===== config.mk =====
export PLATFORM = sky130hd
export DESIGN_NAME = minmax_window_envelope
export DESIGN_NICKNAME = d
export VERILOG_FILES = /design/src/design/mmwe_pkg.sv /design/src/design/mmwe_accum.sv /design/src/design/mmwe_serial.sv /design/src/design/minmax_window_envelope.sv
export SDC_FILE = /design/constraint.sdc
export NUM_CORES = 2
export LEC_CHECK = 0
export BUFFER_PORTS_ARGS = -buffer_cell sky130_fd_sc_hd__buf_4
export CAP_MARGIN = 40
export CORE_ASPECT_RATIO = 0.7
export CORE_MARGIN = 3
export CORE_UTILIZATION = 38
export DETAILED_ROUTE_END_ITERATION = 7
export GPL_TIMING_DRIVEN = 0
export PLACE_DENSITY = 0.61
export RECOVER_POWER = 100
export SLEW_MARGIN = 20
export SYNTH_ARGS = -nofsm -noshare
export SYNTH_HDL_FRONTEND = slang
export SYNTH_HIERARCHICAL = 1
export SYNTH_SLANG_ARGS = --single-unit

===== constraint.sdc =====
create_clock -name clk -period 20.4 [get_ports clk]
set_clock_uncertainty 0.15 [all_clocks]
set_input_delay 0 -clock clk [delete_from_list [all_inputs] [get_ports clk]]
set_output_delay 0 -clock clk [all_outputs]
set_load 0.02 [all_outputs]

===== src/design/mmwe_pkg.sv =====
// Shared types and constants for the min/max window envelope block.
`default_nettype none

package mmwe_pkg;

    localparam int MAX_CHANNELS_DEF = 8;
    localparam int SAMPLE_BITS_DEF  = 16;

    // Fixed widths of the configuration port, the registers and the channel field.
    localparam int CFG_IDX_W  = 2;
    localparam int CFG_DATA_W = 16;
    localparam int WIN_W      = 16;
    localparam int CCNT_W     = 4;
    localparam int CHAN_W     = 3;

    // Register indexes.
    localparam logic [CFG_IDX_W-1:0] REG_WINDOW_FRAMES = 2'd0;
    localparam logic [CFG_IDX_W-1:0] REG_CHANNEL_COUNT = 2'd1;

    localparam logic [WIN_W-1:0]  WINDOW_FRAMES_RST = 16'd1024;
    localparam logic [CCNT_W-1:0] CHANNEL_COUNT_RST = 4'd2;

    // Handoff from the accumulator to the output serializer.
    typedef struct packed {
        logic load;
        logic final_point;
    } close_t;

endpackage

`default_nettype wire


===== src/design/mmwe_accum.sv =====
// Per-channel running minimum and maximum, frame and window counting.
`default_nettype none

module mmwe_accum #(
    parameter int MAX_CHANNELS = mmwe_pkg::MAX_CHANNELS_DEF,
    parameter int SAMPLE_BITS  = mmwe_pkg::SAMPLE_BITS_DEF
) (
    input  wire logic                                clk,
    input  wire logic                                rst_n,
    input  wire logic                                cfg_we,
    input  wire logic [mmwe_pkg::CFG_IDX_W-1:0]      cfg_index,
    input  wire logic [mmwe_pkg::CFG_DATA_W-1:0]     cfg_data,
    input  wire logic                                accept,
    input  wire logic signed [SAMPLE_BITS-1:0]       sample,
    input  wire logic                                stream_end,
    output logic [$clog2(MAX_CHANNELS+1)-1:0]        chn,
    output logic                                     win_close,
    output mmwe_pkg::close_t                         close,
    output logic signed [SAMPLE_BITS-1:0]            snap_min [MAX_CHANNELS],
    output logic signed [SAMPLE_BITS-1:0]            snap_max [MAX_CHANNELS]
);

    localparam int CIDX_W = (MAX_CHANNELS > 1) ? $clog2(MAX_CHANNELS) : 1;
    localparam int CNT_W  = $clog2(MAX_CHANNELS + 1);
    localparam logic signed [SAMPLE_BITS-1:0] SMAX = {1'b0, {(SAMPLE_BITS-1){1'b1}}};
    localparam logic signed [SAMPLE_BITS-1:0] SMIN = {1'b1, {(SAMPLE_BITS-1){1'b0}}};

    logic [mmwe_pkg::WIN_W-1:0]  window_frames_reg;
    logic [mmwe_pkg::CCNT_W-1:0] channel_count_reg;
    logic [CIDX_W-1:0]           chan_pos_reg, chan_pos_next;
    logic [mmwe_pkg::WIN_W-1:0]  frame_count_reg, frame_count_next;
    logic signed [SAMPLE_BITS-1:0] chan_min_reg [MAX_CHANNELS];
    logic signed [SAMPLE_BITS-1:0] chan_max_reg [MAX_CHANNELS];
    logic signed [SAMPLE_BITS-1:0] pend_reg [MAX_CHANNELS];
    logic signed [SAMPLE_BITS-1:0] pend_next [MAX_CHANNELS];

    logic [mmwe_pkg::WIN_W-1:0] win;
    logic [CIDX_W-1:0]          pos;
    logic                       frame_done;
    logic [mmwe_pkg::WIN_W-1:0] fc_inc;

    always_comb
    begin
        if (channel_count_reg == '0)
            chn = CNT_W'(1);
        else if (32'(channel_count_reg) > MAX_CHANNELS)
            chn = CNT_W'(MAX_CHANNELS);
        else
            chn = CNT_W'(channel_count_reg);
        win        = (window_frames_reg == '0) ? mmwe_pkg::WIN_W'(1) : window_frames_reg;
        pos        = (CNT_W'(chan_pos_reg) < chn) ? chan_pos_reg : '0;
        frame_done = (CNT_W'(pos) + CNT_W'(1)) == chn;
        fc_inc     = frame_count_reg + mmwe_pkg::WIN_W'(frame_done);
        win_close  = (fc_inc >= win) || stream_end;
        close.load        = accept && win_close;
        close.final_point = stream_end;
        chan_pos_next     = (stream_end || frame_done) ? '0 : pos + CIDX_W'(1);
        frame_count_next  = win_close ? '0 : fc_inc;
    end

    // A frame is committed only once every channel of it has arrived.
    always_comb
    begin
        for (int i = 0; i < MAX_CHANNELS; i++)
        begin
            pend_next[i] = (CIDX_W'(i) == pos) ? sample : pend_reg[i];
            snap_min[i]  = chan_min_reg[i];
            snap_max[i]  = chan_max_reg[i];
            if (frame_done && (i < int'(chn)))
            begin
                if (pend_next[i] < chan_min_reg[i])
                    snap_min[i] = pend_next[i];
                if (pend_next[i] > chan_max_reg[i])
                    snap_max[i] = pend_next[i];
            end
        end
    end

    always_ff @(posedge clk)
    begin
        if (accept)
            pend_reg <= pend_next;
    end

    always_ff @(posedge clk or negedge rst_n)
    begin
        if (!rst_n)
        begin
            window_frames_reg <= mmwe_pkg::WINDOW_FRAMES_RST;
            channel_count_reg <= mmwe_pkg::CHANNEL_COUNT_RST;
            chan_pos_reg      <= '0;
            frame_count_reg   <= '0;
            for (int i = 0; i < MAX_CHANNELS; i++)
            begin
                chan_min_reg[i] <= SMAX;
                chan_max_reg[i] <= SMIN;
            end
        end
        else if (cfg_we)
        begin
            unique case (cfg_index)
                mmwe_pkg::REG_WINDOW_FRAMES: window_frames_reg <= cfg_data;
                mmwe_pkg::REG_CHANNEL_COUNT:
                    channel_count_reg <= cfg_data[mmwe_pkg::CCNT_W-1:0];
                default: ;
            endcase
            if (cfg_index == mmwe_pkg::REG_WINDOW_FRAMES ||
                cfg_index == mmwe_pkg::REG_CHANNEL_COUNT)
            begin
                chan_pos_reg    <= '0;
                frame_count_reg <= '0;
                for (int i = 0; i < MAX_CHANNELS; i++)
                begin
                    chan_min_reg[i] <= SMAX;
                    chan_max_reg[i] <= SMIN;
                end
            end
        end
        else if (accept)
        begin
            chan_pos_reg    <= chan_pos_next;
            frame_count_reg <= frame_count_next;
            for (int i = 0; i < MAX_CHANNELS; i++)
            begin
                chan_min_reg[i] <= win_close ? SMAX : snap_min[i];
                chan_max_reg[i] <= win_close ? SMIN : snap_max[i];
            end
        end
    end

endmodule

`default_nettype wire


===== src/design/mmwe_serial.sv =====
// Window snapshot and output register that emit one channel result per beat.
`default_nettype none

module mmwe_serial #(
    parameter int MAX_CHANNELS = mmwe_pkg::MAX_CHANNELS_DEF,
    parameter int SAMPLE_BITS  = mmwe_pkg::SAMPLE_BITS_DEF
) (
    input  wire logic                               clk,
    input  wire logic                               rst_n,
    input  wire mmwe_pkg::close_t                   close,
    input  wire logic [$clog2(MAX_CHANNELS+1)-1:0]  chn,
    input  wire logic signed [SAMPLE_BITS-1:0]      snap_min [MAX_CHANNELS],
    input  wire logic signed [SAMPLE_BITS-1:0]      snap_max [MAX_CHANNELS],
    output logic                                    free,
    output logic                                    out_valid,
    input  wire logic                               out_ready,
    output logic [mmwe_pkg::CHAN_W-1:0]             channel,
    output logic signed [SAMPLE_BITS-1:0]           min_value,
    output logic signed [SAMPLE_BITS-1:0]           max_value,
    output logic                                    run_last,
    output logic                                    final_point
);

    localparam int CIDX_W = (MAX_CHANNELS > 1) ? $clog2(MAX_CHANNELS) : 1;
    localparam int CNT_W  = $clog2(MAX_CHANNELS + 1);

    logic signed [SAMPLE_BITS-1:0] hold_min_reg [MAX_CHANNELS];
    logic signed [SAMPLE_BITS-1:0] hold_max_reg [MAX_CHANNELS];
    logic                          busy_reg;
    logic [CIDX_W-1:0]             idx_reg;
    logic [CNT_W-1:0]              cnt_reg;
    logic                          final_reg;

    logic                          out_valid_reg;
    logic [mmwe_pkg::CHAN_W-1:0]   channel_reg;
    logic signed [SAMPLE_BITS-1:0] min_reg, max_reg;
    logic                          run_last_reg, final_point_reg;

    logic load_out, last_load;

    always_comb
    begin
        load_out  = busy_reg && (!out_valid_reg || out_ready);
        last_load = load_out && ((CNT_W'(idx_reg) + CNT_W'(1)) == cnt_reg);
        // The snapshot can take a new window in the cycle its last entry leaves.
        free      = !busy_reg || last_load;
    end

    always_ff @(posedge clk)
    begin
        if (close.load)
        begin
            hold_min_reg <= snap_min;
            hold_max_reg <= snap_max;
            cnt_reg      <= chn;
            final_reg    <= close.final_point;
        end
        if (load_out)
        begin
            channel_reg     <= mmwe_pkg::CHAN_W'(idx_reg);
            min_reg         <= hold_min_reg[idx_reg];
            max_reg         <= hold_max_reg[idx_reg];
            run_last_reg    <= last_load;
            final_point_reg <= final_reg;
        end
    end

    always_ff @(posedge clk or negedge rst_n)
    begin
        if (!rst_n)
        begin
            busy_reg      <= 1'b0;
            idx_reg       <= '0;
            out_valid_reg <= 1'b0;
        end
        else
        begin
            if (close.load)
            begin
                busy_reg <= 1'b1;
                idx_reg  <= '0;
            end
            else if (last_load)
                busy_reg <= 1'b0;
            else if (load_out)
                idx_reg <= idx_reg + CIDX_W'(1);

            if (load_out)
                out_valid_reg <= 1'b1;
            else if (out_ready)
                out_valid_reg <= 1'b0;
        end
    end

    assign out_valid   = out_valid_reg;
    assign channel     = channel_reg;
    assign min_value   = min_reg;
    assign max_value   = max_reg;
    assign run_last    = run_last_reg;
    assign final_point = final_point_reg;

endmodule

`default_nettype wire


===== src/design/minmax_window_envelope.sv =====
// Top level of the min/max window envelope block.
//
// The input channel takes one signed sample per beat, channels interleaved in
// rotation, with stream_end on the last sample of a stream. Each channel keeps
// a running minimum and maximum over the complete frames of a window. When a
// window closes (window_frames frames, or stream end), one result beat per
// channel leaves on the output channel in channel order, run_last set on the
// last one and final_point set when the stream end closed the window.
// The first result beat passes through the snapshot and then the output
// register, and the others follow one per cycle while the receiver takes them.
// A sample can be accepted in every cycle: a closing window copies its extremes
// into a snapshot that drains one channel per cycle while the receiver takes
// them, so input stalls only if the next window closes before the snapshot
// has drained, i.e. the snapshot's channel_count beats set the limit.
// When the receiver stalls, the output register holds its beat and the
// snapshot waits behind it. Reset clears the window, the frame position and
// the output, and loads window_frames 1024 and channel_count 2. A register
// write to either register also clears the window and the frame position.
`default_nettype none

module minmax_window_envelope #(
    parameter int MAX_CHANNELS = mmwe_pkg::MAX_CHANNELS_DEF,
    parameter int SAMPLE_BITS  = mmwe_pkg::SAMPLE_BITS_DEF
) (
    input  wire logic                              clk,
    input  wire logic                              rst_n,
    input  wire logic                              cfg_we,
    input  wire logic [mmwe_pkg::CFG_IDX_W-1:0]    cfg_index,
    input  wire logic [mmwe_pkg::CFG_DATA_W-1:0]   cfg_data,
    input  wire logic                              in_valid,
    output logic                                   in_ready,
    input  wire logic signed [SAMPLE_BITS-1:0]     sample,
    input  wire logic                              stream_end,
    output logic                                   out_valid,
    input  wire logic                              out_ready,
    output logic [mmwe_pkg::CHAN_W-1:0]            channel,
    output logic signed [SAMPLE_BITS-1:0]          min_value,
    output logic signed [SAMPLE_BITS-1:0]          max_value,
    output logic                                   run_last,
    output logic                                   final_point
);

    localparam int CNT_W = $clog2(MAX_CHANNELS + 1);

    logic                          accept;
    logic [CNT_W-1:0]              chn;
    logic                          win_close;
    mmwe_pkg::close_t              close;
    logic signed [SAMPLE_BITS-1:0] snap_min [MAX_CHANNELS];
    logic signed [SAMPLE_BITS-1:0] snap_max [MAX_CHANNELS];
    logic                          free;

    // Only a beat that closes a window has to wait for the snapshot.
    assign in_ready = free || !win_close;
    assign accept   = in_valid && in_ready;

    mmwe_accum #(
        .MAX_CHANNELS (MAX_CHANNELS),
        .SAMPLE_BITS  (SAMPLE_BITS)
    ) u_accum (
        .clk        (clk),
        .rst_n      (rst_n),
        .cfg_we     (cfg_we),
        .cfg_index  (cfg_index),
        .cfg_data   (cfg_data),
        .accept     (accept),
        .sample     (sample),
        .stream_end (stream_end),
        .chn        (chn),
        .win_close  (win_close),
        .close      (close),
        .snap_min   (snap_min),
        .snap_max   (snap_max)
    );

    mmwe_serial #(
        .MAX_CHANNELS (MAX_CHANNELS),
        .SAMPLE_BITS  (SAMPLE_BITS)
    ) u_serial (
        .clk         (clk),
        .rst_n       (rst_n),
        .close       (close),
        .chn         (chn),
        .snap_min    (snap_min),
        .snap_max    (snap_max),
        .free        (free),
        .out_valid   (out_valid),
        .out_ready   (out_ready),
        .channel     (channel),
        .min_value   (min_value),
        .max_value   (max_value),
        .run_last    (run_last),
        .final_point (final_point)
    );

endmodule

`default_nettype wire


-- Yosys cells after proc, flatten, opt, wreduce, memory -nomap -nowiden
Index checks and enable logic that the tools add are counted.
W data, S select, Z words.
- input port bits: 40
- bits in registers: 726
- word-level logic and storage cells: 220
- magnitude comparators: 28
- $add $sub $neg: 5
- reductions and logical operators: 33
- bitwise gates (word level): 1
- muxes and demuxes: 87
- equality and inequality tests: 12
- operators with widths (operator ; number):
    $mux W16 ; 65
    $mux W128 ; 6
    $gt A16 B16 Y1 ; 8
    $lt A16 B16 Y1 ; 8
    $bmux W16 S3 ; 2
    $mux W3 ; 8
    $add A16 B1 Y16 ; 1
    $ge A16 B16 Y1 ; 1
    $logic_not A16 Y1 ; 1
    $lt A3 B4 Y1 const A ; 4
    $eq A3 B3 Y1 const A ; 4
    $logic_and A1 B1 Y1 ; 12
    $add A3 B1 Y4 const B ; 2
    $eq A4 B4 Y1 ; 2
    $lt A1 B4 Y1 const A ; 2
    $lt A2 B4 Y1 const A ; 2
    $mux W4 ; 2
    $reduce_and A2 Y1 ; 4
    $reduce_bool A2 Y1 ; 4
    $add A3 B1 Y3 const B ; 2
    $eq A2 B3 Y1 const A ; 2
    $logic_or A1 B1 Y1 ; 6
    $ge A4 B4 Y1 const B ; 1
    $gt A4 B4 Y1 const B ; 1
    other kinds (11) ; 16

-- Longest topological paths before layout
- depth in word-level cells: 16
- gate-level depth with buffers: 39

-- Hierarchy
Netlist, hierarchy kept.
- modules (own cells, without submodules) (module ; cells an instance ; sequential area each (um^2) ; area an instance (um^2) ; times used):
    mmwe_accum ; 2680 ; 11388.4 ; 26505.4 ; 1
    mmwe_serial ; 446 ; 9073.7 ; 11175.7 ; 1
    minmax_window_envelope ; 2 ; 0.0 ; 22.5 ; 1

-- Least setup slack after synthesis
OpenSTA, ideal clock, no wires.
- path kind: reg2reg
- start point: reg u_accum/channel_count_reg[3] in the netlist's numbering
- end point: reg u_serial.idx_reg[0]
- slack: 6793 ps
- stages on the path, launching flop included: 35
- data arrival time: 13328 ps
- data required time: 20121 ps
- buffers on the path: 3
- setup time: 129 ps
- cells stage by stage: dfrtp_1 > buf_6 > clkbuf_1 > nand2b_1 > ha_1 > nand2b_1 > o211ai_1 > a21oi_1 > o21a_1 > ha_1 > ha_1 > nor4b_1 > a31oi_1 > o21ai_1 > nand2_2 > inv_2 > ha_1 > ha_1 > and3_1 > and3_1 > and3_1 > and3_1 > clkbuf_1 > nand3_1 > xnor2_1 > ha_1 > a21oi_1 > o21ai_0 > nor3_1 > o21ai_1 > nand2b_4 > and2_4 > and2_1 > nor2b_1 > mux2_4
- RTL lines (what ; RTL line ; RTL):
    start, declared ; mmwe_accum.sv:29 ; logic [mmwe_pkg::CCNT_W-1:0] channel_count_reg;
    start signal, assigned ; mmwe_accum.sv:90 ; channel_count_reg <= mmwe_pkg::CHANNEL_COUNT_RST;
    start signal, assigned ; mmwe_accum.sv:104 ; channel_count_reg <= cfg_data[mmwe_pkg::CCNT_W-1:0];
    end signal, assigned ; mmwe_serial.sv:86 ; idx_reg <= idx_reg + CIDX_W'(1);
    end, declared ; mmwe_serial.sv:30 ; logic [CIDX_W-1:0] idx_reg;

-- Worst setup path in the final report
- start point: reg u_accum/channel_count_reg[3] in the netlist's numbering
- end point: reg u_accum/chan_min_reg[8] in the netlist's numbering
- word-level cells in the longest chain between the ends: 15
- elaborated cells between the ends (all ways): 26
- classes of those cells: add/sub (2); order compare (5); eq/ne (2); mux (9); reduce/logical (8)
- RTL lines (what ; RTL line ; RTL):
    $gt A4 B4 Y1 ; mmwe_accum.sv:46 ; else if (32'(channel_count_reg) > MAX_CHANNELS)
    $mux W4 ; mmwe_accum.sv:46 ;
    $mux W4 * ; mmwe_accum.sv:44 ; if (channel_count_reg == '0)
    $lt A3 B4 Y1 ; mmwe_accum.sv:51 ; pos = (CNT_W'(chan_pos_reg) < chn) ? chan_pos_reg : '0;
    $mux W3 ; mmwe_accum.sv:51 ;
    $add A3 B1 Y4 ; mmwe_accum.sv:52 ; frame_done = (CNT_W'(pos) + CNT_W'(1)) == chn;
    $eq A4 B4 Y1 * ; mmwe_accum.sv:52 ;
    $add A16 B1 Y16 * ; mmwe_accum.sv:53 ; fc_inc = frame_count_reg + mmwe_pkg::WIN_W'(frame_done);
    $ge A16 B16 Y1 * ; mmwe_accum.sv:54 ; win_close = (fc_inc >= win) || stream_end;
    $logic_or A1 B1 Y1 * ; mmwe_accum.sv:54 ;
    named net win_close ; minmax_window_envelope.sv:47 ; logic win_close;
    $logic_not A1 Y1 * ; minmax_window_envelope.sv:54 ; assign in_ready = free || !win_close;
    $logic_or A1 B1 Y1 * ; minmax_window_envelope.sv:54 ;
    $logic_and A1 B1 Y1 * ; minmax_window_envelope.sv:55 ; assign accept = in_valid && in_ready;
    named net accept ; minmax_window_envelope.sv:45 ; logic accept;
    $reduce_bool A2 Y1 (no line) * ; n/a ;
    $reduce_and A2 Y1 (no line) * ; n/a ;
    end signal, assigned by index ; mmwe_accum.sv:125 ; chan_min_reg[i] <= win_close ? SMAX : snap_min[i];
    end, declared ; mmwe_accum.sv:32 ; logic signed [SAMPLE_BITS-1:0] chan_min_reg [MAX_CHANNELS];
The timed path passes the listed nets; every way through them passes the cells marked *. The select of a mux whose other input is x is not followed.
A chain may end at the register's enable or synchronous reset.

==> flow_summary.html <==
<table>
<tr><th>Metric</th><th>Value</th></tr>
<tr><th colspan="2">Detailed routing</th></tr>
<tr><td>Aggregate routed wire length</td><td>121000 um</td></tr>
<tr><td>Post-detailed-route count of antenna-violating nets</td><td>0</td></tr>
<tr><td>Number of iterations in the first detailed-routing pass</td><td>5</td></tr>
<tr><td>Ratio of routed vias to standard cells</td><td>5.73</td></tr>
<tr><td>DRT iter0 DRCs</td><td>3280</td></tr>
<tr><td>Detailed-route via count</td><td>27400</td></tr>
<tr><td>Drt wl/cell</td><td>25.3 um</td></tr>
<tr><td>Count of unresolved DRC violations after routing</td><td>0</td></tr>
<tr><th colspan="2">Clocking</th></tr>
<tr><td>Clock transition at the registers of the reported paths</td><td>0.07 ns</td></tr>
<tr><td>Post-cts gate resize count</td><td>0</td></tr>
<tr><td>Skew-Pair Late Insertion Delay</td><td>0.67 ns</td></tr>
<tr><td>Number of hold buffers added after CTS</td><td>91</td></tr>
<tr><td>CTS root buffer</td><td>clkbuf_16</td></tr>
<tr><td>Clock buffer depth</td><td>3</td></tr>
<tr><td>Number of CTS-inserted buffers</td><td>74</td></tr>
<tr><td>Post CTS Setup Buffer Count</td><td>0</td></tr>
<tr><td>TritonCTS clock tree</td><td>built</td></tr>
<tr><td>Clock tree sinks</td><td>726</td></tr>
<tr><td>H-tree depth reported by CTS</td><td>3</td></tr>
<tr><th colspan="2">Timing</th></tr>
<tr><td>Hold violation count in the final report</td><td>0</td></tr>
<tr><td>Total negative slack for setup checks</td><td>0 ns</td></tr>
<tr><td>Unrepaired setup endpoints after global routing</td><td>false</td></tr>
<tr><td>Remaining max-slew budget at the tightest pin</td><td>-2.33</td></tr>
<tr><td>Max Fclk</td><td>0.0661 GHz</td></tr>
<tr><td>Share of the clock period used by the worst path after layout</td><td>0.742</td></tr>
<tr><td>Period minus WS final</td><td>15.13 ns</td></tr>
<tr><td>Final-report setup violation count</td><td>0</td></tr>
<tr><td>Final Max Tran Viols</td><td>572</td></tr>
<tr><td>Least-Margin Pin Slew</td><td>5.00 ns</td></tr>
<tr><th colspan="2">Finish</th></tr>
<tr><td>Number of fill cells in the layout</td><td>8888</td></tr>
<tr><td>Area delta synth-&gt;final</td><td>14.5%</td></tr>
<tr><td>Fraction of final layout cells with drive strength greater than 1</td><td>0.117</td></tr>
<tr><td>End-of-flow core utilization</td><td>0.445</td></tr>
<tr><td># nets final</td><td>3713</td></tr>
<tr><th colspan="2">Pwr</th></tr>
<tr><td>Leakage power of the design</td><td>0.0173 uW</td></tr>
<tr><td>Max VDD drop</td><td>0.0000599 V</td></tr>
<tr><td>Power density over cell area</td><td>101 nW/um^2</td></tr>
<tr><th colspan="2">Placement</th></tr>
<tr><td>Estimated wirelength of the detail-placed design</td><td>88000 um</td></tr>
<tr><td>Placer's final routability congestion estimate</td><td>0.969</td></tr>
<tr><td>Count of buffers from port buffering</td><td>78</td></tr>
<tr><th colspan="2">Critical path</th></tr>
<tr><td>Required time at the worst-slack endpoint</td><td>20.85 ns</td></tr>
<tr><td>Element type at the critical path start</td><td>register</td></tr>
<tr><td>Max FO, Critical Path</td><td>14</td></tr>
<tr><td>Worst stage delay on the critical path</td><td>1.26 ns</td></tr>
<tr><td>Category of the most critical setup path</td><td>register to register</td></tr>
<tr><td>Critical path endpoint category</td><td>register</td></tr>
<tr><td>Crit path arrival time</td><td>15.58 ns</td></tr>
<tr><td>CP max stage cell</td><td>clkbuf_1</td></tr>
<tr><th colspan="2">Yosys</th></tr>
<tr><td>Share of the yosys chip area belonging to registers</td><td>0.543</td></tr>
<tr><td>Most common cell in the netlist</td><td>edfxtp_1</td></tr>
<tr><td>Leading post-synthesis cells by instance count</td><td>426 x edfxtp_1, 329 x inv_1, 275 x ha_1</td></tr>
<tr><td>Share of the synthesized area in the top cell type</td><td>0.339</td></tr>
<tr><td>Mapped Cells</td><td>3128</td></tr>
<tr><td>Share of flip-flops with an asynchronous set or reset</td><td>0.413</td></tr>
<tr><td>Cell taking the most area after synthesis</td><td>edfxtp_1</td></tr>
<tr><td>Dominant register cell in the synthesized netlist</td><td>edfxtp_1</td></tr>
<tr><td>Count of flip-flops with a built-in enable after synthesis</td><td>426</td></tr>
<tr><td>Number of distinct library cell variants in the gate-level netlist after synthesis</td><td>94</td></tr>
<tr><td>Area of the mapped netlist</td><td>37700 um^2</td></tr>
<tr><td>Seq cells post-synth</td><td>726</td></tr>
<tr><td>Mean instance size in the synthesized netlist</td><td>12.1 um^2</td></tr>
<tr><td>Top cells by area in the synthesized netlist</td><td>edfxtp_1 34%, dfrtp_1 11%, ha_1 9.1%</td></tr>
<tr><td>Yosys warns</td><td>6</td></tr>
<tr><td>Post-synthesis net count</td><td>3443</td></tr>
<tr><th colspan="2">Die</th></tr>
<tr><td>Effective utilization at floorplan</td><td>0.388</td></tr>
<tr><td>Floorplan die width</td><td>382 um</td></tr>
<tr><td>Count of pins on the block boundary</td><td>79</td></tr>
<tr><td>DIE HEIGHT</td><td>270 um</td></tr>
<tr><td>Floorplan core area</td><td>97100 um^2</td></tr>
<tr><td># rows</td><td>95</td></tr>
<tr><td>Die area</td><td>103000 um^2</td></tr>
<tr><th colspan="2">Global route</th></tr>
<tr><td>Via count of the first global-routing pass</td><td>25300</td></tr>
<tr><td>Overall track demand over capacity in global routing</td><td>0.231</td></tr>
<tr><td>Global route total overflow</td><td>0</td></tr>
<tr><td>Number of antenna violations at the first check in global routing</td><td>15</td></tr>
<tr><td>Maximum number of pins on one net before global-route repair</td><td>91</td></tr>
<tr><td>Wire length of the first global-routing pass</td><td>175000 um</td></tr>
<tr><th colspan="2">Outcome</th></tr>
<tr><td>Outcome</td><td>finished with violations</td></tr>
<tr><td>Violated checks</td><td>max-capacitance violations, max-slew violations</td></tr>
<tr><th colspan="2">Worst hold path</th></tr>
<tr><td>Kind of path behind the tightest hold check</td><td>input pin to register</td></tr>
<tr><th colspan="2">Flow run</th></tr>
<tr><td>Reported max-cap violation count</td><td>16</td></tr>
</table>
[layout by cell type, fill, tap and decap left out, types with 13 or more instances in the layout]
master           n
mux2i_1         23
o22ai_1         25
nand2b_1        22
o21ai_0        187
ha_1           275
mux4_2          64
clkbuf_16       77
buf_4           38
a21oi_1        195
a32o_1          15
mux2_2          18
nor2_1         164
a2bb2oi_1       16
o21a_1          22
dfrtp_1        170
edfxtp_1       426
inv_1          330
clkinv_2        16
clkbuf_1       210
nand3_1         21
nand4_1         48
mux2_1         142
nor2b_1         19
nor3_1          13
a21o_1          56
dlygate4sd3_1   90
nand2_1        207
a22o_1          98
o22a_1         106
dfstp_2        130
[routing by layer]
layer,up-vias,wire length (um),track usage
met5,-,95,0
met4,2,1890,0.0412
met3,122,17700,0.0873
met2,1380,45200,0.293
met1,13700,55900,0.369
li1,12100,-,-
[worst max-delay path: cells and delay by family (launching register included)]
family	cells	cell delay, ns
buffers and inverters	7	4.30
AO/OA/AOI/OAI	11	3.39
adder cells (fa/ha/maj)	6	1.63
AND/OR/NAND/NOR	13	4.96
XOR/XNOR	1	0.26
flip-flops	1	0.32
[layout make-up]
type	instances	area, um^2	area share
clock inverter	43	423	0.00980
buffer	146	587	0.0136
antenna	11	27.5	0.000638
inverter	333	1250	0.0290
sequential	726	20500	0.474
multi-input combinational	1923	15200	0.353
tap	1309	1640	0.0379
timing repair buffer	194	1540	0.0356
clock buffer	95	2010	0.0467
[worst paths after layout]
kind                                                          start                              endpoint  slack [ns]  depth (start not counted)
min in group asynchronous                                     rst_n  u_accum/chan_min_reg[57]$_DFFE_PN1P_        1.53                          3
min                                                      stream_end          u_serial/final_reg$_DFFE_PP_        0.19                          3
max in group asynchronous                                     rst_n  u_accum/chan_max_reg[89]$_DFFE_PN0P_        6.84                          6
max                        u_accum/channel_count_reg[3]$_DFFE_PN0P_   u_accum/chan_min_reg[8]$_DFFE_PN1P_        5.27                         38
min reg2reg                            u_serial/final_reg$_DFFE_PP_        u_serial/final_point$_DFFE_PP_        0.28                          0
max reg2reg                u_accum/channel_count_reg[3]$_DFFE_PN0P_   u_accum/chan_min_reg[8]$_DFFE_PN1P_        5.27                         38
[report_power, final]
| part | internal [uW] | switching (uW) | total, uW |
|---|---|---|---|
| sequential | 1760 | 72.5 | 1830 |
| combinational | 370 | 755 | 1130 |
| clock | 783 | 618 | 1400 |
[per-stage QoR]
step	power [uW]	std cells	hold slack, ns	area (um^2)	setup WS (ns)
after floorplan	2530	3128	-0.446	37700	6.79
after global placement	2980	4515	0.0633	39900	1.21
after detailed placement	3000	4537	-0.192	40400	9.26
after global routing	4530	4769	0.226	43100	4.54
final	4360	4780	0.194	43200	5.27
after CTS	4420	4766	0.0236	43700	9.25
[kinds of logic after synthesis]
family | count (synthesis) | synth area share
AO/OA/AOI/OAI | 807 | 0.146
buffers and inverters | 479 | 0.0502
XOR/XNOR | 18 | 0.00418
adder cells (fa/ha/maj) | 275 | 0.0913
AND/OR/NAND/NOR | 575 | 0.0733
multiplexers | 248 | 0.0927
flip-flops | 726 | 0.543
Power figures use the tool's default switching activity.
